`src/rtl/b64enc_pkg.sv`:
```
`default_nettype none
// ----------------------------------------------------------------------------
// Base64 encoder package
// Item types, queue entry layout and the sextet-to-ASCII mapping.
// ----------------------------------------------------------------------------
package b64enc_pkg;

	localparam logic [7:0] PAD_CHAR = 8'h3d;

	typedef struct packed {
		logic [7:0] data_byte;
		logic       final_byte;
	} in_item_t;

	typedef struct packed {
		logic [7:0] out_char;
		logic       run_last;
		logic       message_done;
	} out_item_t;

	typedef struct packed {
		logic       pad;
		logic [5:0] idx;
	} sym_t;

	typedef struct packed {
		logic [1:0]     last;
		logic           fin;
		sym_t [3:0]     syms;
	} job_t;

	function automatic logic [7:0] sym_ascii(input sym_t s);
		logic [7:0] v;
		logic [7:0] c;
		v = {2'b00, s.idx};
		if (s.pad) begin
			c = PAD_CHAR;
		end else if (v < 8'd26) begin
			c = v + 8'd65;
		end else if (v < 8'd52) begin
			c = v + 8'd71;
		end else if (v < 8'd62) begin
			c = v - 8'd4;
		end else if (v == 8'd62) begin
			c = 8'h2b;
		end else begin
			c = 8'h2f;
		end
		return c;
	endfunction

endpackage
`default_nettype wire

```
`src/rtl/b64enc_queue.sv`:
```
`default_nettype none
// ----------------------------------------------------------------------------
// Base64 encoder job queue
// Small first-in first-out buffer of character jobs between front and back.
// ----------------------------------------------------------------------------
module b64enc_queue #(
	parameter int DEPTH = 2
) (
	input  wire logic              clk,
	input  wire logic              arst_n,
	input  wire logic              push_valid,
	input  wire b64enc_pkg::job_t  push_data,
	output logic                   push_ready,
	output logic                   pop_valid,
	output b64enc_pkg::job_t       pop_data,
	input  wire logic              pop_ready
);
	import b64enc_pkg::*;

	localparam int PW = $clog2(DEPTH);
	localparam int CW = $clog2(DEPTH + 1);
	localparam logic [PW-1:0] LAST_PTR = PW'(DEPTH - 1);
	localparam logic [CW-1:0] FULL_CNT = CW'(DEPTH);

	job_t          entries_q [DEPTH];
	logic [PW-1:0] wr_ptr_q;
	logic [PW-1:0] rd_ptr_q;
	logic [CW-1:0] count_q;
	logic          push;
	logic          pop;

	assign push_ready = (count_q != FULL_CNT);
	assign pop_valid  = (count_q != '0);
	assign pop_data   = entries_q[rd_ptr_q];
	assign push       = push_valid && push_ready;
	assign pop        = pop_valid && pop_ready;

	always_ff @(posedge clk) begin
		if (push) begin
			entries_q[wr_ptr_q] <= push_data;
		end
	end

	always_ff @(posedge clk or negedge arst_n) begin
		if (!arst_n) begin
			wr_ptr_q <= '0;
			rd_ptr_q <= '0;
			count_q  <= '0;
		end else begin
			if (push) begin
				wr_ptr_q <= (wr_ptr_q == LAST_PTR) ? '0 : wr_ptr_q + PW'(1);
			end
			if (pop) begin
				rd_ptr_q <= (rd_ptr_q == LAST_PTR) ? '0 : rd_ptr_q + PW'(1);
			end
			if (push && !pop) begin
				count_q <= count_q + CW'(1);
			end else if (pop && !push) begin
				count_q <= count_q - CW'(1);
			end
		end
	end

endmodule
`default_nettype wire

```
`config.mk`:
```
export PLATFORM = sky130hd
export DESIGN_NAME = b64enc_queue
export DESIGN_NICKNAME = d
export VERILOG_FILES = /design/src/rtl/b64enc_pkg.sv /design/src/rtl/b64enc_queue.sv
export SDC_FILE = /design/constraint.sdc
export NUM_CORES = 1
export LEC_CHECK = 0
export ABC_CLOCK_PERIOD_IN_PS = 6770
export BUFFER_PORTS_ARGS = -buffer_cell sky130_fd_sc_hd__buf_2
export CAP_MARGIN = 10
export CORE_MARGIN = 2
export CORE_UTILIZATION = 45
export DETAILED_ROUTE_END_ITERATION = 10
export PLACE_DENSITY = 0.69
export SETUP_SLACK_MARGIN = 0.15
export SYNTH_ARGS = -nofsm -noshare
export SYNTH_HDL_FRONTEND = slang
export SYNTH_SLANG_ARGS = --single-unit
```
`constraint.sdc`:
```
create_clock -name clk -period 6.77 [get_ports clk]
set_input_delay 0.677 -clock clk [delete_from_list [all_inputs] [get_ports clk]]
set_output_delay 0.677 -clock clk [all_outputs]
set_load 0.02 [all_outputs]
```
# == Word-level counts from Yosys, hierarchy flattened ==
# Memories as Yosys holds them, arrays and structs flattened.
# Index checks and enable logic that the tools add are counted.
# totals
ram_bits,62
input_bits,35
reg_bits,4
output_inout_bits,33
n_memories,1
word_cells,23
# op_classes
add_sub_neg,4
n_reduce_logical,8
n_eq_ne,1
muxes,6
# memory_table
memory,words,width,rd,rd_clocked_by_memory_dff,wr,line,text
entries_q,2,31,1,0,1,b64enc_queue.sv:25,job_t entries_q [DEPTH];
# op_table
op,count
1-bit logical AND,4
1-bit two-way mux,4
2-bit two-way mux,2
2-bit nonzero test,2
"1-bit adder, second input constant",2
"2-bit by 1-bit adder with 2-bit output, second input constant",1
1-bit logical NOT,2
"2-bit inequality test, second input constant",1
"2-bit by 1-bit subtractor with 2-bit output, second input constant",1

# == Logic depth before layout (Yosys ltp) ==
# Gate-level depths: netlist (run 1).
# logic_depth
depth_word,6
mapped_depth,7
depth_no_buf,7

# == Worst setup path after synthesis (run 1) ==
# Ideal clock, no wire load.
# synth_path
path_kind,reg2reg
startpoint,register count_q[0]
endpoint,"memory entries_q[0][0] in the netlist's numbering, enable pin"
arrival_ps,2113
n_path_buf,0
required_ps,6351
period_less_slack_ps,2532
path_stages_with_launch,4
setup_time_ps,419
path_slack_ps,4238
cell_sequence,dfrtp_1 -> nand2b_1 -> nand2_1 -> nor2_1
# synth_between
elab_chain_cells,4
# synth_rtl
element,line,text
from (decl),b64enc_queue.sv:28,logic [CW-1:0] count_q;
from (signal assigned),b64enc_queue.sv:57,count_q <= count_q + CW'(1);
from (signal assigned),b64enc_queue.sv:59,count_q <= count_q - CW'(1);
2-bit inequality test,b64enc_queue.sv:32,assign push_ready = (count_q != FULL_CNT);
net push_ready,b64enc_queue.sv:13,"output logic push_ready,"
1-bit logical AND,b64enc_queue.sv:35,assign push = push_valid && push_ready;
1-bit two-way mux,b64enc_queue.sv:39,if (push) begin
1-bit two-way mux (implied by the code),b64enc_queue.sv:40,entries_q[wr_ptr_q] <= push_data;
to (decl),b64enc_queue.sv:25,
# The timed path passes the listed nets, and every way through them passes these cells.

==> results.ini, run 1 <==
[power]
p_seq_frac = 0.436
max-vdd-ir-drop_uv = 375.3
power.internal_w = 0.001010
p_total_w = 0.001476
pwr_density_cell_nw_per_um2 = 464.5
p_comb_frac = 0.321
switching_power_w = 0.0004660
p_clk_frac = 0.242
swShare = 0.3158
leakage_nw = 1.295

[synthesis]
synth_seq_cells = 66
syn_avg_cell_area_sq_um = 22.50
yosysSeqAreaShare = 0.7582
synth_ff_type = edfxtp_1
synth_edf_count = 62
yosysMostFrequentCell = edfxtp_1
synth_top_area_frac = 0.7195
yosysTopAreaCell = edfxtp_1
yosysUniqueCellTypes = 16
yosys_warnings = 0
synth_nets = 151
synth_area_sq_um = 2587
synth_area_leaders = edfxtp_1, mux2_4, dfrtp_1
synth_common_cells = edfxtp_1, mux2_4, dfrtp_1
ys_async_sr_fraction = 0.06061
netlist_instances = 115

[critical_path]
r2r_setup_slack_ns = 4.89
slowest_delay_ns = 1.02
r2r_end = entries_q[1][24]
worstPathMaxFanout = 32
r2r_cells = 3
crit_path_start = rd_ptr_q
path_cells = mux2_2 > buf_2
end_kind = output port
path_class = flop to output port
r2r_start = count_q[0]
cp.required_ns = 6.09
crit_path_end = pop_data[11]
arrival_ns = 1.93
slowest_stage = dfrtp_2
crit_path_start_kind = flop

[place]
gp_congestion = 0.6407
post-place-cells = 251
place_area_sq_um = 2958
portBuffers = 67
dp_slack_ns = 4.492
dp_hpwl_um = 2901

[timing]
worst_slack_ns = 4.161
grt_setup_unrepaired = no
period_share = 0.3853
fmax_ghz = 0.3833
period_minus_slack_ns = 2.609
finalSetupViolCount = 0
tns_ns = 0
skew_ns = 0.006547
final_max_slew_viol_count = 0
tightest_slew_ns = 1.009
hold_viol_final = 0
slew_headroom = 0.3270

[clocking]
cts_tree = done
clock_latency_ns = 0.33
cts.reportedPaths.clkPinSlew_ns = 0.07
cts_max_path_buffers = 2
cts_inserted_buffers = 9
ctsResizeCount = 0
cts_root_buf = clkbuf_8
clkSinkCount = 66
post_cts_buffers = 0
htree_levels = 3
cts_hold_buf = 0

[detailed_routing]
dr_total_vias = 1253
postRouteAntennaNets = 0
via_per_inst = 4.693
routed_wl_um = 4288
drt_iter0_markers = 45
drc = 0
dr.pass1.iters = 4
wl_per_cell_um = 16.06

[grt]
grt_pass1_wl_um = 6251
antenna_found_initial = 0
grt_usage = 0.1407
grt_pass1_vias = 1295
grt_max_degree = 33
overflow = 0

[final_layout]
area_growth_pct = 22.78
stdcell_area_sq_um = 3177
antenna_cells = 0
final_nets = 226
drive_above_1_share = 0.6000
fillers = 442
final_cells = 267

[floorplanning]
dieArea_sq_um = 6373
die_h_um = 79.83
fp.dieW_um = 79.83
rows = 27
num_io_pins = 68
initial_core_util = 0.4670
coreArea_sq_um = 5540

[run_status]
run_status = finished clean

[flow_run]
drv_cap = 0

[min_path]
hp-class = primary input to async pin

-- metrics by stage --
step	util	hold WS (ns)
global route	0.5734	0.1217
finish	0.5734	0.1389
global placement	0.5339	0.4705
CTS	0.5734	0.1178
detailed placement	0.5339	0.4900
floorplan	-	0.3814
-- layout make-up --
cell class	count	area [sq um]	area share
clock inverters	5	77.57	0.02442
flip-flops and latches	66	1963	0.6180
repair buffers	68	342.8	0.1079
multi-input cells	44	558.0	0.1757
inverters	1	3.754	0.001182
well taps	72	90.09	0.02836
clock buffers	11	141.4	0.04451
-- registers in the layout, indices dropped and copies added (netlist names) --
signal and count:
entries_q 62, count_q 2, rd_ptr_q 1, wr_ptr_q 1
-- logic make-up after synthesis --
kind of cell / after synthesis / synth area share
flip-flops: 66 / 0.7582
adder cells (fa/ha/maj): 1 / 0.004835
XOR/XNOR: 5 / 0.01693
multiplexers: 31 / 0.1770
buffers and inverters: 5 / 0.02901
AND/OR/NAND/NOR: 7 / 0.01403
-- worst max-delay path: cells and delay by family, from the launching register on --
kind,cells,cell delay [ns]
multiplexers,1,0.42
flip-flops,1,1.02
buffers and inverters,1,0.16
-- layout by cell type, fill, tap and decap left out --
| master | n |
|---|---|
| nor2_1 | 1 |
| ha_1 | 1 |
| and3_1 | 1 |
| buf_2 | 67 |
| xnor2_1 | 3 |
| clkinvlp_4 | 1 |
| nand2_2 | 1 |
| clkbuf_8 | 10 |
| bufinv_16 | 2 |
| clkinv_2 | 2 |
| mux2_2 | 2 |
| nor2_4 | 1 |
| or2_1 | 1 |
| dfrtp_2 | 1 |
| nand2b_1 | 1 |
| xor2_1 | 2 |
| dfrtp_1 | 3 |
| inv_1 | 1 |
| clkbuf_1 | 1 |
| mux2_4 | 29 |
| edfxtp_1 | 62 |
| nand2_1 | 1 |
| buf_4 | 1 |
-- how the worst min path moves through the flow --
stage	slack (ns)	cells past startpoint	end
finish	0.14	1	count_q[0]
global route	0.12	1	count_q[0]
CTS	0.12	1	count_q[0]
detailed placement	0.49	1	count_q[1]
global placement	0.47	1	count_q[1]
floorplan	0.38	0	count_q[0]
-- power by group through the flow --
stage          clock (W)  sequential, W  combinational (W)
6_report        0.000357       0.000644           0.000474
2_1_floorplan          0       0.000593           0.000433
3_5_place_dp           0       0.000654           0.000481
3_3_place_gp           0       0.000644           0.000469
4_1_cts         0.000370       0.000646           0.000482
5_1_grt         0.000385       0.000654           0.000504
-- metal layers --
metal	vias up	GRT usage	part of all wire
met3	6	0.03733	0.065
met2	44	0.2269	0.50
li1	594	-	-
met5	-	0	0
met4	0	0.09153	0.013
met1	609	0.1663	0.42
No activity file was read; power rests on OpenSTA's default activity.
==> run 2, diff against run 1 <==
- ABC_CLOCK_PERIOD_IN_PS: 6770 -> 2600
- clock period: 6.77 -> 2.6 ns (I/O delays scaled with it)
==> results.ini, run 2 (synthesized netlist as in run 1, its figures left out) <==
[floorplanning]
rows = 27  ; unchanged
initial_core_util = 0.4670  ; unchanged
num_io_pins = 68  ; unchanged
dieArea_sq_um = 6373  ; unchanged
fp.dieW_um = 79.83  ; unchanged
coreArea_sq_um = 5540  ; unchanged
die_h_um = 79.83  ; unchanged

[power]
pwr_density_cell_nw_per_um2 = 1167  ; +150%
p_clk_frac = 0.208  ; -0.034
max-vdd-ir-drop_uv = 773.4  ; +110%
p_seq_frac = 0.428  ; -0.008
switching_power_w = 0.001187  ; +150%
swShare = 0.3207  ; +0.004897
p_comb_frac = 0.364  ; +0.043
power.internal_w = 0.002515  ; +150%
p_total_w = 0.003701  ; +150%
leakage_nw = 1.300  ; +0.42%

[clocking]
cts.reportedPaths.clkPinSlew_ns = 0.06  ; about the same
cts_tree = done
post_cts_buffers = 0  ; unchanged
cts_inserted_buffers = 9  ; unchanged
htree_levels = 3  ; unchanged
clock_latency_ns = 0.33  ; about the same
clkSinkCount = 66  ; unchanged
cts_root_buf = clkbuf_8
cts_max_path_buffers = 2  ; unchanged

[place]
portBuffers = 67  ; unchanged
place_area_sq_um = 2988  ; +1.0%
dp_hpwl_um = 2866  ; -1.2%
gp_congestion = 0.6846  ; +6.9%
post-place-cells = 255  ; +1.6%

[detailed_routing]
drc = 0  ; unchanged
routed_wl_um = 4097  ; -4.5%
wl_per_cell_um = 15.12  ; -5.9%
dr.pass1.iters = 4  ; unchanged
drt_iter0_markers = 73  ; +62%
dr_total_vias = 1264  ; +0.88%
via_per_inst = 4.664  ; -0.61%
postRouteAntennaNets = 0  ; unchanged

[critical_path]
crit_path_start = rd_ptr_q
worstPathMaxFanout = 12  ; -63%
slowest_delay_ns = 0.57  ; -0.45 ns
end_kind = output port
r2r_end = count_q[1]
path_cells = buf_4 > mux2_2 > buf_2
cpLargestDelayFamily = flip-flops
cp.depth = 3  ; +1
crit_path_start_kind = flop
crit_buf_inv = 2  ; +1
path_class = flop to output port
slowest_stage = dfrtp_2
cp.required_ns = 2.34  ; -3.75 ns
arrival_ns = 1.77  ; -0.16 ns
crit_path_end = pop_data[11]
r2r_cells = 7  ; +4
r2r_start = count_q[0]
r2r_setup_slack_ns = 0.96  ; -3.93 ns

[final_layout]
stdcell_area_sq_um = 3173  ; -0.12%
top_regs = entries_q (62), count_q (2)
drive_above_1_share = 0.5930  ; -0.007035
final_cells = 271  ; +1.5%
mostFrequentLayoutCells = buf_2, edfxtp_1, mux2_4
antenna_cells = 0  ; unchanged
layout_commonest_cell = buf_2
fillers = 444  ; +0.45%
area_growth_pct = 22.63
final_nets = 231  ; +2.2%
top_register = entries_q
largest_register_ffs = 62  ; unchanged

[timing]
tns_ns = 0  ; unchanged
skew_ns = 0.008860  ; +0.002313 ns
period_minus_slack_ns = 2.026
tightest_slew_ns = 0.4138  ; -0.5957 ns
finalSetupViolCount = 0  ; unchanged
period_share = 0.7791
final_max_slew_viol_count = 0  ; unchanged
fin_hold_ws_ns = 0.1191  ; -0.01981 ns
grt_setup_unrepaired = no
slew_headroom = 0.7241  ; +0.3971
fmax_ghz = 0.4937
hold_viol_final = 0  ; unchanged

[grt]
grt_usage = 0.1423  ; +0.001576
antenna_found_initial = 0  ; unchanged
grt_max_degree = 32  ; -3.0%
grt_pass1_wl_um = 6375  ; +2.0%
grt_pass1_vias = 1374  ; +6.1%
overflow = 0  ; unchanged

[flow_run]
drv_cap = 0  ; unchanged

[run_status]
run_status = finished clean

[min_path]
hp-class = primary input to flop

run 2: cell types whose count changed in the layout (fill, tap and decap cells not counted):
cell | previous run | this run
clkinv_1 | 0 | 1
dlygate4sd3_1 | 0 | 1
bufinv_16 | 2 | 1
clkbuf_1 | 1 | 2
buf_4 | 1 | 5
clkinvlp_4 | 1 | 0
clkbuf_8 | 10 | 9
run 2: how the worst min path moves through the flow:
| stage | from | endpoint | depth (start not counted) |
|---|---|---|---|
| final | push_data[4] | entries_q[1][4] | 1 |
| after global routing | push_data[4] | entries_q[0][4] | 1 |
| after CTS | push_data[7] | entries_q[1][7] | 1 |
| after detailed placement | arst_n | wr_ptr_q | 1 |
| after global placement | arst_n | count_q[1] | 1 |
| after floorplan | arst_n | count_q[0] | 0 |
run 2: timing repair:
action	CTS	global route
hold buffers	1	0
hold endpoints to repair	4	0
resized for setup	0	0
run 2: cell type report:
cell class / instances / area [sq um] / share of cell area
inverters: 1 / 3.754 / 0.001183
well taps: 72 / 90.09 / 0.02839
repair buffers: 73 / 382.9 / 0.1207
flip-flops and latches: 66 / 1963 / 0.6187
clock buffers: 11 / 131.4 / 0.04140
multi-input cells: 44 / 558.0 / 0.1759
clock inverters: 4 / 43.79 / 0.01380
run 2: per-layer routing:
| metal | part of all wire | wire length, um | vias up | GRT usage |
|---|---|---|---|---|
| met2 | 0.51 | 2102 | 43 | 0.2445 |
| met3 | 0.062 | 255 | 7 | 0.04299 |
| met4 | 0.018 | 73 | 0 | 0.08644 |
| met5 | 0 | 0 | - | 0 |
| li1 | - | - | 599 | - |
| met1 | 0.41 | 1666 | 615 | 0.1536 |
run 2: power groups by stage:
stage | sequential [W] | clock [W] | combinational [W]
after floorplan | 0.00154 | 0 | 0.00113
after global placement | 0.00159 | 0 | 0.00134
after detailed placement | 0.00161 | 0 | 0.00136
after CTS | 0.00159 | 0.000788 | 0.00137
after global routing | 0.00162 | 0.000826 | 0.00144
final | 0.00158 | 0.000769 | 0.00135
run 2: stage by stage:
| stage | util | worst slack (ns) |
|---|---|---|
| 6_report | 0.5727 | 0.5745 |
| 5_1_grt | 0.5727 | 0.4884 |
| 4_1_cts | 0.5727 | 0.5486 |
| 3_5_place_dp | 0.5393 | 0.9138 |
| 3_3_place_gp | 0.5393 | 0.9445 |
| 2_1_floorplan | - | 0.5752 |
==> run 3, diff against run 2 <==
- ABC_CLOCK_PERIOD_IN_PS: 2600 -> 2100
- clock period: 2.6 -> 2.1 ns (I/O delays scaled with it)
==> results.ini, run 3 (synthesized netlist as in run 1, its figures left out) <==
[grt]
grt_usage = 0.1363  ; -0.006033
grt_pass1_wl_um = 6196  ; -2.8%
grt_max_degree = 20  ; -38%
antenna_found_initial = 0  ; unchanged
grt_pass1_vias = 1314  ; -4.4%
overflow = 0  ; unchanged

[critical_path]
arrival_ns = 1.49  ; -0.28 ns
end_kind = output port
r2r_setup_slack_ns = 0.49  ; -0.47 ns
worstPathMaxFanout = 17  ; +5
crit_path_start_kind = flop
crit_buf_inv = 2  ; unchanged
slowest_stage = mux2_2
path_class = flop to output port
cpLargestDelayFamily = buffers and inverters
slowest_delay_ns = 0.37  ; -0.20 ns
cp.required_ns = 1.89  ; -0.45 ns
path_cells = buf_4 > mux2_2 > buf_2

[floorplanning]
rows = 27  ; unchanged
die_h_um = 79.83  ; unchanged
fp.dieW_um = 79.83  ; unchanged
initial_core_util = 0.4670  ; unchanged
num_io_pins = 68  ; unchanged
dieArea_sq_um = 6373  ; unchanged
coreArea_sq_um = 5540  ; unchanged

[power]
max-vdd-ir-drop_uv = 818.2  ; +5.8%
pwr_density_cell_nw_per_um2 = 1443  ; +24%
leakage_nw = 1.303  ; +0.17%

[final_layout]
largest_register_ffs = 62  ; unchanged
top_register = entries_q
final_cells = 272  ; +0.37%
drive_above_1_share = 0.5850  ; -0.007965
antenna_cells = 0  ; unchanged
final_nets = 231  ; unchanged
area_growth_pct = 23.21
fillers = 450  ; +1.4%
layout_commonest_cell = buf_2
top_regs = entries_q (62), count_q (2)
mostFrequentLayoutCells = buf_2, edfxtp_1, mux2_4

[timing]
tns_ns = 0  ; unchanged
slew_headroom = 0.7146  ; -0.009483
skew_ns = 0.005988  ; -0.002872 ns
period_share = 0.8118
final_max_slew_viol_count = 0  ; unchanged
tightest_slew_ns = 0.4270  ; +0.01321 ns
hold_viol_final = 0  ; unchanged
period_minus_slack_ns = 1.705
finalSetupViolCount = 0  ; unchanged
grt_setup_unrepaired = no
fmax_ghz = 0.5866

[clocking]
clkSinkCount = 66  ; unchanged
clock_latency_ns = 0.32  ; about the same
post_cts_buffers = 0  ; unchanged
cts.reportedPaths.clkPinSlew_ns = 0.07  ; about the same
cts_inserted_buffers = 9  ; unchanged
ctsResizeCount = 0  ; unchanged
htree_levels = 3  ; unchanged
cts_tree = done
cts_root_buf = clkbuf_8
cts_max_path_buffers = 2  ; unchanged

[detailed_routing]
postRouteAntennaNets = 0  ; unchanged
routed_wl_um = 4057  ; -0.98%
drt_iter0_markers = 91  ; +25%
wl_per_cell_um = 14.92  ; -1.3%
dr_total_vias = 1283  ; +1.5%
via_per_inst = 4.717  ; +1.1%
drc = 0  ; unchanged
dr.pass1.iters = 4  ; unchanged

[place]
gp_congestion = 0.6891  ; +0.66%
dp_hpwl_um = 2840  ; -0.91%
portBuffers = 67  ; unchanged
post-place-cells = 255  ; unchanged

[flow_run]
drv_cap = 0  ; unchanged

[run_status]
run_status = finished clean

[min_path]
hp-class = primary input to flop

==> run 3: changes by cell type in the layout (fill, tap and decap cells not counted) <==
cell,before,now
clkbuf_1,2,3
buf_4,5,4
clkinv_2,2,1
buf_12,0,1
clkinv_1,1,2
==> run 3: metrics by stage <==
| stage | util | power (W) | cell area, sq um | hold slack, ns | setup slack (ns) |
|---|---|---|---|---|---|
| 2_1_floorplan | - | 0.003315 | 2595 | -0.08559 | 0.2046 |
| 3_3_place_gp | 0.5416 | 0.003644 | 3000 | 0.01656 | 0.5716 |
| 3_5_place_dp | 0.5416 | 0.003702 | 3000 | 0.02159 | 0.4769 |
| 4_1_cts | 0.5754 | 0.004670 | 3188 | 0.05963 | 0.3641 |
| 5_1_grt | 0.5754 | 0.004849 | 3188 | 0.06100 | 0.3200 |
| 6_report | 0.5754 | 0.004602 | 3188 | 0.07579 | 0.3952 |
==> run 3: what timing repair did <==
action / 4_1_cts / 5_1_grt
hold endpoints to repair: 4 / 0
endpoints found under the setup margin: 0 / 0
hold buffers: 1 / 0
==> run 3: metal layers <==
layer	part of all wire	vias to the layer above	track usage
li1	-	603	-
met1	0.39	629	0.1547
met2	0.54	46	0.2429
met3	0.056	5	0.03620
met4	0.012	0	0.05593
met5	0	-	0
==> run 3: power breakdown <==
part,leakage (nW),switching [W],total (W),internal (W)
clock,0.0894,0.000415,0.000955,0.000540
combinational,0.592,0.000949,0.00174,0.000788
sequential,0.622,0.000102,0.00191,0.00181
==> run 3: worst paths after layout <==
path / start / to / depth (start not counted)
max in group asynchronous: arst_n / rd_ptr_q / 2
min reg2reg: count_q[1] / count_q[1] / 1
min in group asynchronous: arst_n / count_q[1] / 2
max: rd_ptr_q / pop_data[11] / 3
min: push_data[25] / entries_q[1][25] / 1
max reg2reg: count_q[0] / entries_q[0][29] / 4
==> run 3: cell type report <==
cell class	instances	area (sq um)	share of cell area
Clock inverter	4	42.54	0.01334
Multi-Input combinational cell	44	558.0	0.1750
Inverter	1	3.754	0.001177
Timing Repair Buffer	73	395.4	0.1240
Sequential cell	66	1963	0.6158
Tap cell	72	90.09	0.02826
Clock buffer	12	135.1	0.04239
