File: src/rtl/b64enc_pkg.sv
`default_nettype none
// ----------------------------------------------------------------------------
// Base64 encoder package
// Item types, queue entry layout and the sextet-to-ASCII mapping.
// ----------------------------------------------------------------------------
package b64enc_pkg;

	localparam logic [7:0] PAD_CHAR = 8'h3d;

	typedef struct packed {
		logic [7:0] data_byte;
		logic       final_byte;
	} in_item_t;

	typedef struct packed {
		logic [7:0] out_char;
		logic       run_last;
		logic       message_done;
	} out_item_t;

	typedef struct packed {
		logic       pad;
		logic [5:0] idx;
	} sym_t;

	typedef struct packed {
		logic [1:0]     last;
		logic           fin;
		sym_t [3:0]     syms;
	} job_t;

	function automatic logic [7:0] sym_ascii(input sym_t s);
		logic [7:0] v;
		logic [7:0] c;
		v = {2'b00, s.idx};
		if (s.pad) begin
			c = PAD_CHAR;
		end else if (v < 8'd26) begin
			c = v + 8'd65;
		end else if (v < 8'd52) begin
			c = v + 8'd71;
		end else if (v < 8'd62) begin
			c = v - 8'd4;
		end else if (v == 8'd62) begin
			c = 8'h2b;
		end else begin
			c = 8'h2f;
		end
		return c;
	endfunction

endpackage
`default_nettype wire

File: src/rtl/b64enc_stream_if.sv
`default_nettype none
// ----------------------------------------------------------------------------
// Base64 encoder stream interface
// Valid/ready channel carrying one payload item per transaction.
// ----------------------------------------------------------------------------
interface b64enc_stream_if #(
	parameter type item_t = logic [7:0]
) ();

	logic  valid;
	logic  ready;
	item_t payload;

	modport source (output valid, output payload, input ready);
	modport sink   (input valid, input payload, output ready);

endinterface
`default_nettype wire

File: src/rtl/b64enc_back.sv
`default_nettype none
// ----------------------------------------------------------------------------
// Base64 encoder back end
// Walks through the characters of each job and drives the output register.
// ----------------------------------------------------------------------------
module b64enc_back (
	input  wire logic              clk,
	input  wire logic              arst_n,
	input  wire logic              job_valid,
	input  wire b64enc_pkg::job_t  job,
	output logic                   job_ready,
	b64enc_stream_if.source        chars
);
	import b64enc_pkg::*;

	logic [1:0] cnt_q;
	logic       valid_q;
	out_item_t  item_q;
	logic       load;
	logic       take;
	logic       at_last;

	assign load      = !valid_q || chars.ready;
	assign take      = job_valid && load;
	assign at_last   = (cnt_q == job.last);
	assign job_ready = take && at_last;

	assign chars.valid   = valid_q;
	assign chars.payload = item_q;

	always_ff @(posedge clk) begin
		if (take) begin
			item_q.out_char     <= sym_ascii(job.syms[cnt_q]);
			item_q.run_last     <= at_last;
			item_q.message_done <= at_last && job.fin;
		end
	end

	always_ff @(posedge clk or negedge arst_n) begin
		if (!arst_n) begin
			valid_q <= 1'b0;
			cnt_q   <= 2'd0;
		end else begin
			if (take) begin
				valid_q <= 1'b1;
				cnt_q   <= at_last ? 2'd0 : cnt_q + 2'd1;
			end else if (chars.ready) begin
				valid_q <= 1'b0;
			end
		end
	end

endmodule
`default_nettype wire
File: src/flat_wrapper.sv
// flat-port wrapper written by rule: the top's interface ports become plain ports
module b64enc_back_flat import b64enc_pkg::*;
  (clk, arst_n, job_valid, job, job_ready, chars_valid, chars_payload, chars_ready);
  b64enc_stream_if chars_i ();
  input  wire logic clk;
  input  wire logic arst_n;
  input  wire logic job_valid;
  input  wire b64enc_pkg::job_t job;
  output logic job_ready;
  output wire logic [$bits(chars_i.valid)-1:0] chars_valid;
  output wire logic [$bits(chars_i.payload)-1:0] chars_payload;
  input wire logic [$bits(chars_i.ready)-1:0] chars_ready;
  assign chars_valid = chars_i.valid;
  assign chars_payload = chars_i.payload;
  assign chars_i.ready = chars_ready;
  b64enc_back u_core (.clk(clk), .arst_n(arst_n), .job_valid(job_valid), .job(job), .job_ready(job_ready), .chars(chars_i));
endmodule
File: config.mk
export PLATFORM = sky130hd
export DESIGN_NAME = b64enc_back_flat
export DESIGN_NICKNAME = d
export VERILOG_FILES = /design/src/rtl/b64enc_pkg.sv /design/src/rtl/b64enc_stream_if.sv /design/src/rtl/b64enc_back.sv /design/src/flat_wrapper.sv
export SDC_FILE = /design/constraint.sdc
export NUM_CORES = 1
export LEC_CHECK = 0
export ABC_CLOCK_PERIOD_IN_PS = 4000
export BUFFER_PORTS_ARGS = -buffer_cell sky130_fd_sc_hd__clkbuf_2
export CAP_MARGIN = 20
export CORE_MARGIN = 2
export CORE_UTILIZATION = 45
export CTS_BUF_LIST = sky130_fd_sc_hd__clkbuf_16
export DETAILED_ROUTE_END_ITERATION = 8
export PLACE_DENSITY_LB_ADDON = 0.15
export SLEW_MARGIN = 5
export SYNTH_ARGS = -nofsm -noshare
export SYNTH_HDL_FRONTEND = slang
export SYNTH_SLANG_ARGS = --single-unit
export TNS_END_PERCENT = 1
File: constraint.sdc
create_clock -name clk -period 4 [get_ports clk]
set_input_delay 0.4 -clock clk [delete_from_list [all_inputs] [get_ports clk]]
set_output_delay 0.4 -clock clk [all_outputs]
set_load 0.05 [all_outputs]
**Word level (Yosys, flattened, before mapping)**

Cells that the tools add are included.
W data, S select, Z words.

- Input port bits: 35
- Memories: 0
- Flip-flop bits (word level): 11
- RAM bits: 0
- Word-level logic and storage cells: 30
- Memory bits (read-only): 0
- Output and inout port bits: 10
- Bits in latches: 0

- Shifts and indexed selects: 0
- Add/sub/neg operators: 4
- Eq/ne operators: 2
- Bitwise gates (word level): 0
- Order comparisons: 4
- Multipliers: 0
- Divide/modulo/power cells: 0
- Reduce and logical (&&, ||, !) cells: 6
- Muxes and demuxes: 9

Operators by type and width:

| cell | number |
|---|---|
| $mux W6 | 3 |
| $bmux W7 S2 | 1 |
| $lt A6 B6 Y1 const B | 2 |
| $mux W7 | 1 |
| $add A6 B1 Y6 const B | 1 |
| $add A6 B3 Y6 const B | 1 |
| $eq A6 B6 Y1 const B | 1 |
| $lt A6 B5 Y1 const B | 1 |
| $sub A6 B3 Y6 const B | 1 |
| $logic_and A1 B1 Y1 | 3 |
| $lt A2 B3 Y1 const B | 1 |
| $mux W3 | 1 |
| $add A2 B1 Y2 const B | 1 |
| $eq A2 B2 Y1 | 1 |
| $mux W1 | 2 |
| $mux W2 | 1 |
| $reduce_bool A2 Y1 | 1 |
| $logic_not A1 Y1 | 1 |
| $logic_or A1 B1 Y1 | 1 |

**Logic depth before layout (Yosys ltp)**

Gate-level depths: netlist of the first run.

- Depth in word-level cells: 7
- Mapped depth: 9

**Worst setup path before layout of the first run**

No wires, ideal clock.

- Kind: reg2reg
- Start point: register u_core.cnt_q[0]
- End point: register u_core.item_q (netlist bit u_core.chars.payload[5]) (data pin)
- Path slack: 1271 ps
- Stages on the path, launching flop included: 9
- Path buffers: 2
- Data arrival time: 2473 ps
- Path through: dfrtp_1 -> buf_6 -> mux4_1 -> inv_1 -> ha_1 -> and3b_1 -> buf_6 -> or4b_1 -> a41o_1

- Cells in the longest elaborated chain, start to end: 6

RTL lines:

| item | line | RTL |
|---|---|---|
| start: declaration | b64enc_back.sv:16 | `logic [1:0] cnt_q;` |
| start signal: assignment | b64enc_back.sv:46 | `cnt_q <= at_last ? 2'd0 : cnt_q + 2'd1;` |
| $bmux W7 S2 * | b64enc_back.sv:33 | `item_q.out_char <= sym_ascii(job.syms[cnt_q]);` |
| $mux W7 (not written as such) * | b64enc_back.sv:33 |  |
| $sub A6 B3 Y6 or $lt A6 B6 Y1 (tied branches) | b64enc_pkg.sv:43, b64enc_pkg.sv:42 |  |
| $mux W6 | b64enc_pkg.sv:42 | `end else if (v < 8'd62) begin` |
| $mux W6 | b64enc_pkg.sv:40 | `end else if (v < 8'd52) begin` |
| $mux W6 | b64enc_pkg.sv:38 | `end else if (v < 8'd26) begin` |
| end: declaration | b64enc_back.sv:18 | `out_item_t item_q;` |

Mark *: on every way between the ends. The rest lies on a longest branch, timed or not. The select of a mux whose other input is x is not followed.
A chain may end at the register's enable or synchronous reset.

**Worst setup path after layout of the first run**

Ends and elaborated chain as after synthesis.

==> impl_metrics.ini, run 1 <==
[clocking]
clockBufferDepth = 2
cts-root-buf = clkbuf_16
clk_latency_ns = 0.24
clock-sinks = 11
clkTransAtPathRegs_ns = 0.04
cts_tree = built
numCtsBuffers = 3
cts_resized = 0
cts-htree-levels = 1

[die]
io_pins = 45
num_rows = 16
core_um2 = 1980
start_util_pct = 48.4
die_w_um = 50.2
die_h_um = 50.2
die-area_um2 = 2520

[critical_path]
cp-end-kind = flop
start_kind = flop
critPathRequiredTime_ns = 3.99
path_class = reg2reg
slowest_stage = mux4_1
crit_path_start = u_core.cnt_q[0]$_DFFE_PN0P_
cp.depth = 7
cp_cell_sequence = mux4_1, inv_1, ha_1, a21o_1, a21oi_1, or4b_1, a41o_1
r2r-start = u_core.cnt_q[0]$_DFFE_PN0P_
r2r_cells = 7
cp.arrival_ns = 3.04
r2r_slack_ns = 0.95
endpoint = u_core.chars.payload[5]$_SDFFCE_PP1P_
critPathMaxStageDelay_ns = 0.73
cp_max_fo = 12
reg2reg_to = u_core.chars.payload[5]$_SDFFCE_PP1P_
crit_buf_inv = 1
cpLargestDelayFamily = multiplexers

[route]
wl_per_cell_um = 12.6
drc_errors = 0
wl_um = 2060
via_count = 908
firstDrtPassIters = 4
viasPerCell = 5.57
drt_iter0_markers = 23
ant_nets = 0

[grt]
grt_max_degree = 13
antenna_found_initial = 0
grt_pass1_wl_um = 3540
grt_overflow = 0
grt_use_total_pct = 18.7
grt_pass1_vias = 831

[power_and_ir_drop]
comb_power_share_pct = 59.6
vdd_drop_max_mv = 0.457
p_switching_uw = 423
power_density_nw_per_um2 = 755
clkPwrFrac_pct = 18.4
p_leak_nw = 0.615
seqPwrFrac_pct = 22.0
p_sw_share_pct = 43.9
p_int_uw = 540

[yosys]
synth_area_um2 = 960
synth.avg_cell_area_um2 = 10.7
synth_xor_area_share_pct = 3.65
synthMuxAreaShare_pct = 19.2
synthAdderAreaFrac_pct = 7.82
async_reset_ff_share_pct = 27.3
synth_top_family_by_area = multiplexers
synth-seq-cells = 11
synth_ff_type = edfxtp_1
netlist_top_cells_area = edfxtp_1, mux4_1, dfrtp_1
synth_top_area_cell = edfxtp_1
syn-num-nets = 131
ys_seq_area_share_pct = 32.9
syn-instance-count = 90
yosysTopAreaCellShare_pct = 25.0
yosysWarningCount = 0
synth-edff-count = 8
synth_common_cells = edfxtp_1, nor2_1, a21oi_1, ha_1, inv_1
synth-compound-area-share_pct = 12.3
yosysUniqueCellTypes = 32
post_synth_and_or_nand_nor_area_fraction_pct = 19.0

[timing]
finalSetupTns_ns = 0
finalCritPeriodShare_pct = 76.3
tightestPinTransition_ns = 0.519
grt_setup_unrepaired = no
fin_ws_ns = 0.946
timing.fmax_ghz = 0.327
drv_slew = 0
period_needed_ns = 3.05
setup_viol = 0
hold_viol_final = 0
fin_skew_ns = 0.000735
slew_headroom_pct = 65.4

[placement]
place_congestion = 0.817
post-place-ws_ns = 0.971
place_hpwl_um = 1680
placedInstanceArea_um2 = 1190
portBuffers = 44

[min_path]
hold_path_class = in2reg

[run]
drv_cap = 0

[layout]
syn_to_final_growth_pct = 32.9
antenna_cells = 0
drive_above_1_share_pct = 38.2
finalCoreUtilization_pct = 64.3
final_cell_area_um2 = 1270
final_nets = 178

[outcome]
status = completed
==> per-stage QoR <==
| step | hold WS (ns) | total power, mW | cells |
|---|---|---|---|
| floorplan | 0.104 | 0.693 | 90 |
| global placement | 0.199 | 0.775 | 158 |
| detailed placement | 0.201 | 0.781 | 158 |
| CTS | 0.364 | 0.962 | 163 |
| global route | 0.382 | 1.04 | 163 |
| finish | 0.367 | 0.963 | 163 |
==> cell type report <==
| class | count | area [µm²] |
|---|---|---|
| fill | 170 | 707 |
| multi-input combinational | 70 | 594 |
| inverter | 6 | 22.5 |
| clock buffer | 3 | 75.1 |
| tap | 27 | 33.8 |
| sequential | 11 | 315 |
| clock inverter | 1 | 3.75 |
| timing repair buffer | 45 | 230 |
==> layout by cell type (no fill, tap or decap), types with 5 or more instances in the layout <==
cell,instances
a21oi_1,6
ha_1,6
inv_1,7
nand2_1,5
clkbuf_2,44
edfxtp_1,8
nor2_1,8
==> sequential cells by signal (all words and copies together), names as in the netlist <==
signal / flops
u_core.chars.payload: 8
u_core.cnt_q: 2
u_core.chars.valid: 1
==> per-layer routing <==
layer	GRT usage, %	vias up	wire length [µm]
met5	0	-	0
met4	5.56	0	29
met3	5.36	6	152
met2	33.1	47	1050
met1	21.8	418	829
li1	-	437	-
==> power groups by stage <==
stage	Combinational [mW]	Sequential [mW]	Clock (mW)
after global placement	0.560	0.214	0
after floorplan	0.423	0.270	0
after detailed placement	0.567	0.214	0
after global routing	0.638	0.218	0.188
after CTS	0.569	0.212	0.181
final	0.574	0.212	0.177
==> cell families after synthesis <==
kind of cell | Yosys count
xor gates and xnor gates | 4
muxes | 8
buffers and inverters | 9
adders and majority gates | 6
AOI/OAI and AO/OA | 18
and+or+nand+nor | 34
DFF | 11
==> how the worst min path moves through the flow <==
stage / depth (start not counted) / endpoint / slack [ns] / startpoint
2_1_floorplan: 0 / u_core.chars.valid$_DFFE_PN0P_ / 0.10 / arst_n
6_report: 2 / u_core.chars.valid$_DFFE_PN0P_ / 0.37 / job_valid
3_3_place_gp: 1 / u_core.chars.valid$_DFFE_PN0P_ / 0.20 / arst_n
3_5_place_dp: 1 / u_core.cnt_q[1]$_DFFE_PN0P_ / 0.20 / arst_n
5_1_grt: 2 / u_core.chars.valid$_DFFE_PN0P_ / 0.38 / job_valid
4_1_cts: 2 / u_core.chars.valid$_DFFE_PN0P_ / 0.36 / job_valid
==> what timing repair did <==
action,4_1_cts,5_1_grt
setup buffers,0,0
hold buffers,1,0
hold endpoints to repair,3,0
No activity file was read; power rests on OpenSTA's default activity.
==> run 2, diff against run 1 <==
- ABC_CLOCK_PERIOD_IN_PS: 4000 -> 2700
- CORE_UTILIZATION: 45 -> 41
- clock period: 4 -> 2.7 ns (I/O delays scaled with it)
==> run 2 against run 1 <==
  * Final area grew 3.4%
  * Critical endpoint unchanged
  * Maximum frequency rose by 21%
  * Global-route usage fell by 0.97 points
  * Critical path depth decreased by 1
  * Highest routed layer unchanged
  * Sequential power grew 35%
  * Sequential share of layout area decreased by 0.73 points
  * Clock-buffer cell count unchanged
  * Core utilization is 4.7 points lower
  * Power grew 56%
  * Cell count rose by 4.3%
  * Combinational power is 66% higher
  * Non-clock buffer count up 6
==> impl_metrics.ini, run 2 (synthesized netlist as in run 1, its figures left out) <==
[critical_path]
critPathMaxStageDelay_ns = 0.60
path_class = reg2reg
cpLargestDelayFamily = simple AND/OR/NAND/NOR gates
crit_buf_inv = 1
start_kind = flop
cp.depth = 6
reg2reg_to = u_core.chars.payload[5]$_SDFFCE_PP1P_
r2r_slack_ns = 0.17
cp_max_fo = 7
slowest_stage = mux4_1
endpoint = u_core.chars.payload[5]$_SDFFCE_PP1P_
critPathRequiredTime_ns = 2.68
cp_cell_sequence = mux4_1, inv_2, ha_1, and3b_1, or4b_1, a41o_1
r2r-start = u_core.cnt_q[0]$_DFFE_PN0P_
crit_path_start = u_core.cnt_q[0]$_DFFE_PN0P_
r2r_cells = 6
cp.arrival_ns = 2.51
cp-end-kind = flop

[clocking]
clock-sinks = 11
clockBufferDepth = 2
numCtsBuffers = 3
post_cts_buffers = 0
cts_tree = built
clk_latency_ns = 0.23
cts-root-buf = clkbuf_16
clkTransAtPathRegs_ns = 0.04
cts-htree-levels = 1

[layout]
antenna_cells = 0
syn_to_final_growth_pct = 37.4
layout_commonest_cell = clkbuf_2
largest_reg_flops = 8
final_nets = 184
n_fill_cell = 204
seqCellArea_um2 = 317
layout_common_cells = clkbuf_2, nor2_1, edfxtp_1
finalCoreUtilization_pct = 59.6
drive_above_1_share_pct = 43.0
multi_input_comb_area_um2 = 591
final_cell_area_um2 = 1320
finalNonFillerCells = 170

[route]
drc_errors = 0
drt_iter0_markers = 12
via_count = 902
viasPerCell = 5.31
ant_nets = 0
firstDrtPassIters = 4
wl_um = 2060
wl_per_cell_um = 12.1

[timing]
finalCritPeriodShare_pct = 93.6
grt_setup_unrepaired = no
hold_viol_final = 0
fin_ws_ns = 0.174
slew_headroom_pct = 80.3
fin_skew_ns = 0.00149
tightestPinTransition_ns = 0.296
setup_viol = 0
timing.fmax_ghz = 0.396
finalSetupTns_ns = 0
period_needed_ns = 2.53
drv_slew = 0
finalHoldWorstSlack_ns = 0.250

[min_path]
hold_path_class = in2reg

[power_and_ir_drop]
vdd_drop_max_mv = 0.790
p_leak_nw = 0.639
finalPower_mw = 1.50
power_density_nw_per_um2 = 1140

[die]
start_util_pct = 43.4
die-area_um2 = 2740
die_h_um = 52.4
io_pins = 45
core_um2 = 2210
die_w_um = 52.4
num_rows = 17

[run]
drv_cap = 0

[grt]
grt_use_total_pct = 17.8
grt_max_degree = 11
grt_pass1_vias = 900
grt_overflow = 0
antenna_found_initial = 0
grt_pass1_wl_um = 3640

[placement]
place_hpwl_um = 1750
portBuffers = 44
place_congestion = 0.809
placedInstanceArea_um2 = 1230
dpl.cell_count = 165
post-place-ws_ns = 0.121

[outcome]
status = completed
-- run 2: how the worst min path moves through the flow --
stage	startpoint	slack (ns)	endpoint	cells after the start
after floorplan	arst_n	-0.03	u_core.chars.valid$_DFFE_PN0P_	0
after global placement	arst_n	0.07	u_core.chars.valid$_DFFE_PN0P_	1
after detailed placement	arst_n	0.07	u_core.chars.valid$_DFFE_PN0P_	1
after CTS	job_valid	0.25	u_core.chars.valid$_DFFE_PN0P_	2
after global routing	job_valid	0.25	u_core.chars.valid$_DFFE_PN0P_	2
final	job_valid	0.25	u_core.chars.valid$_DFFE_PN0P_	2
-- run 2: area by class of cell --
cell class	instances	share of cell area (%)
clock buffer	3	5.69
multi-input combinational	70	44.8
tap	28	2.66
inverter	6	1.71
timing repair buffer	51	20.9
clock inverter	1	0.285
sequential	11	24.0
-- run 2: metal layers --
layer | part of all wire (%) | track usage, %
met3 | 6.7 | 3.71
met4 | 2.2 | 6.84
met1 | 43 | 22.4
met5 | 0 | 0
met2 | 48 | 29.6
-- run 2: worst register-to-register path, cell delays in order (launching register included) --
cell and delay [ns]:
dfrtp_2 0.39, mux4_1 0.60, inv_2 0.11, ha_1 0.18, and3b_1 0.25, or4b_1 0.52, a41o_1 0.23
-- run 2: what timing repair did --
action | CTS | global route
hold buffers | 1 | 0
gates resized for setup | 0 | 2
endpoints found under the setup margin | 0 | 2
endpoints found under the hold margin | 3 | 0
-- run 2: power breakdown --
group          leakage [nW]  internal [mW]  switching (mW)
clock                0.0423          0.194          0.0639
sequential            0.108          0.258          0.0282
combinational         0.488          0.408           0.548
==> run 3, diff against run 2 <==
--- a/config.mk
+++ b/config.mk
@@ -13,4 +13,5 @@
 export CTS_BUF_LIST = sky130_fd_sc_hd__clkbuf_16
 export DETAILED_ROUTE_END_ITERATION = 8
+export GPL_ROUTABILITY_DRIVEN = 0
 export PLACE_DENSITY_LB_ADDON = 0.15
 export SLEW_MARGIN = 5
==> constraint.sdc (replaced) <==
create_clock -name clk -period 2.7 [get_ports clk]
set_input_delay 0 -clock clk [delete_from_list [all_inputs] [get_ports clk]]
set_output_delay 0 -clock clk [all_outputs]
set_load 0.05 [all_outputs]
==> run 3 against run 2 <==
  * Clock skew is 0.0012 ns higher
  * Register-to-register slack got worse by 0.03 ns
  * Non-clock buffer count is 1 higher
  * Worst hold slack lost 0.21 ns
  * Maximum frequency shrank 1.2%
  * Critical endpoint unchanged
  * Highest routed layer unchanged
==> impl_metrics.ini, run 3 (synthesized netlist as in run 1, its figures left out) <==
[die]
die-area_um2 = 2740
start_util_pct = 43.4
core_um2 = 2210
die_h_um = 52.4
die_w_um = 52.4
io_pins = 45
num_rows = 17

[clocking]
clkTransAtPathRegs_ns = 0.04
post_cts_buffers = 0
clk_latency_ns = 0.24
cts-htree-levels = 1
cts_tree = built
numCtsBuffers = 3
cts-root-buf = clkbuf_16
clockBufferDepth = 2
clock-sinks = 11

[route]
viasPerCell = 5.26
wl_um = 2220
drc_errors = 0
via_count = 900
ant_nets = 0
wl_per_cell_um = 13.0
drt_iter0_markers = 4
firstDrtPassIters = 2

[critical_path]
critPathRequiredTime_ns = 2.69
path_class = reg2reg
cp-end-kind = flop
r2r_cells = 6
critPathMaxStageDelay_ns = 0.61
slowest_stage = mux4_1
r2r-start = u_core.cnt_q[0]$_DFFE_PN0P_
reg2reg_to = u_core.chars.payload[5]$_SDFFCE_PP1P_
cp_cell_sequence = mux4_1, inv_2, ha_1, and3b_1, or4b_1, a41o_1
r2r_slack_ns = 0.14
cp_max_fo = 4
crit_path_start = u_core.cnt_q[0]$_DFFE_PN0P_
cp.arrival_ns = 2.55
start_kind = flop

[grt]
antenna_found_initial = 0
grt_use_met3_pct = 6.29
grtUsageMet1_pct = 20.1
grt_pass1_vias = 878
grt.met2_usage_pct = 33.1
grt_max_degree = 11
grt_use_total_pct = 18.4
grt_pass1_wl_um = 3640
grt_overflow = 0
busiest_layer = met2

[power_and_ir_drop]
vdd_drop_max_mv = 0.582
power_density_nw_per_um2 = 1150
p_leak_nw = 0.646

[layout]
final_nets = 185
layout_common_cells = clkbuf_2, nor2_1, edfxtp_1
layout_commonest_cell = clkbuf_2
antenna_cells = 0
finalCoreUtilization_pct = 60.3
largest_reg_flops = 8
syn_to_final_growth_pct = 39.0
drive_above_1_share_pct = 42.7

[timing]
tightestPinTransition_ns = 0.304
period_needed_ns = 2.56
finalSetupTns_ns = 0
hold_viol_final = 0
setup_viol = 0
timing.fmax_ghz = 0.391
slew_headroom_pct = 79.7
grt_setup_unrepaired = no
fin_skew_ns = 0.00273
finalCritPeriodShare_pct = 94.7
drv_slew = 0

[outcome]
status = completed

[run]
drv_cap = 0

[placement]
portBuffers = 44
place_hpwl_um = 1830

[min_path]
hold_path_class = in2reg
holdPathStages = 3
min_to = u_core.chars.valid$_DFFE_PN0P_
worstHoldStart = chars_ready
run 3: layout make-up:
type                    count  area [µm²]
fillers                   194         878
well taps                  28        35.0
flip-flops and latches     11         315
inverters                   6        22.5
clock inverters             1        3.75
clock buffers               3        75.1
multi-input cells          70         597
repair buffers             52         285
run 3: what timing repair did:
item	in CTS	in global routing
hold buffers	2	0
resized for setup	0	2
endpoints found under the hold margin	4	0
endpoints found under the setup margin	0	2
run 3: through the flow:
step / hold WS (ns) / instances / area (µm²) / power, mW / setup WS [ns]
detailed placement: -0.196 / 165 / 1230 / 1.25 / 0.136
global route: 0.0600 / 171 / 1330 / 1.65 / 0.00901
floorplan: -0.296 / 90 / 956 / 1.03 / 0.0683
finish: 0.0413 / 171 / 1330 / 1.53 / 0.144
CTS: 0.0453 / 171 / 1330 / 1.52 / 0.120
global placement: -0.198 / 165 / 1230 / 1.22 / 0.207
run 3: worst max-delay path by stage:
stage	endpoint	depth (start not counted)	slack [ns]
floorplan	u_core.chars.payload[5]$_SDFFCE_PP1P_	8	0.07
global placement	u_core.chars.payload[5]$_SDFFCE_PP1P_	6	0.21
detailed placement	u_core.chars.payload[4]$_SDFFCE_PP1P_	7	0.14
CTS	u_core.chars.payload[4]$_SDFFCE_PP1P_	7	0.12
global route	u_core.chars.payload[5]$_SDFFCE_PP1P_	6	0.009
finish	u_core.chars.payload[5]$_SDFFCE_PP1P_	6	0.14
run 3: metal layers:
metal	share of wire [%]	up-vias
li1	-	448
met1	41	416
met2	53	34
met3	6.3	2
met4	0.45	0
met5	0	-
run 3: where the power goes:
part           switching (mW)  internal, mW
clock network          0.0756         0.195
logic                   0.560         0.414
registers              0.0300         0.257
run 3: worst max-delay path: cells and delay by family (launching register included):
kind            cells  cell delay (ns)
fa+ha+maj           1             0.18
buf+inv             1             0.12
compound gates      1             0.24
mux                 1             0.61
simple gates        2             0.74
flops               1             0.42
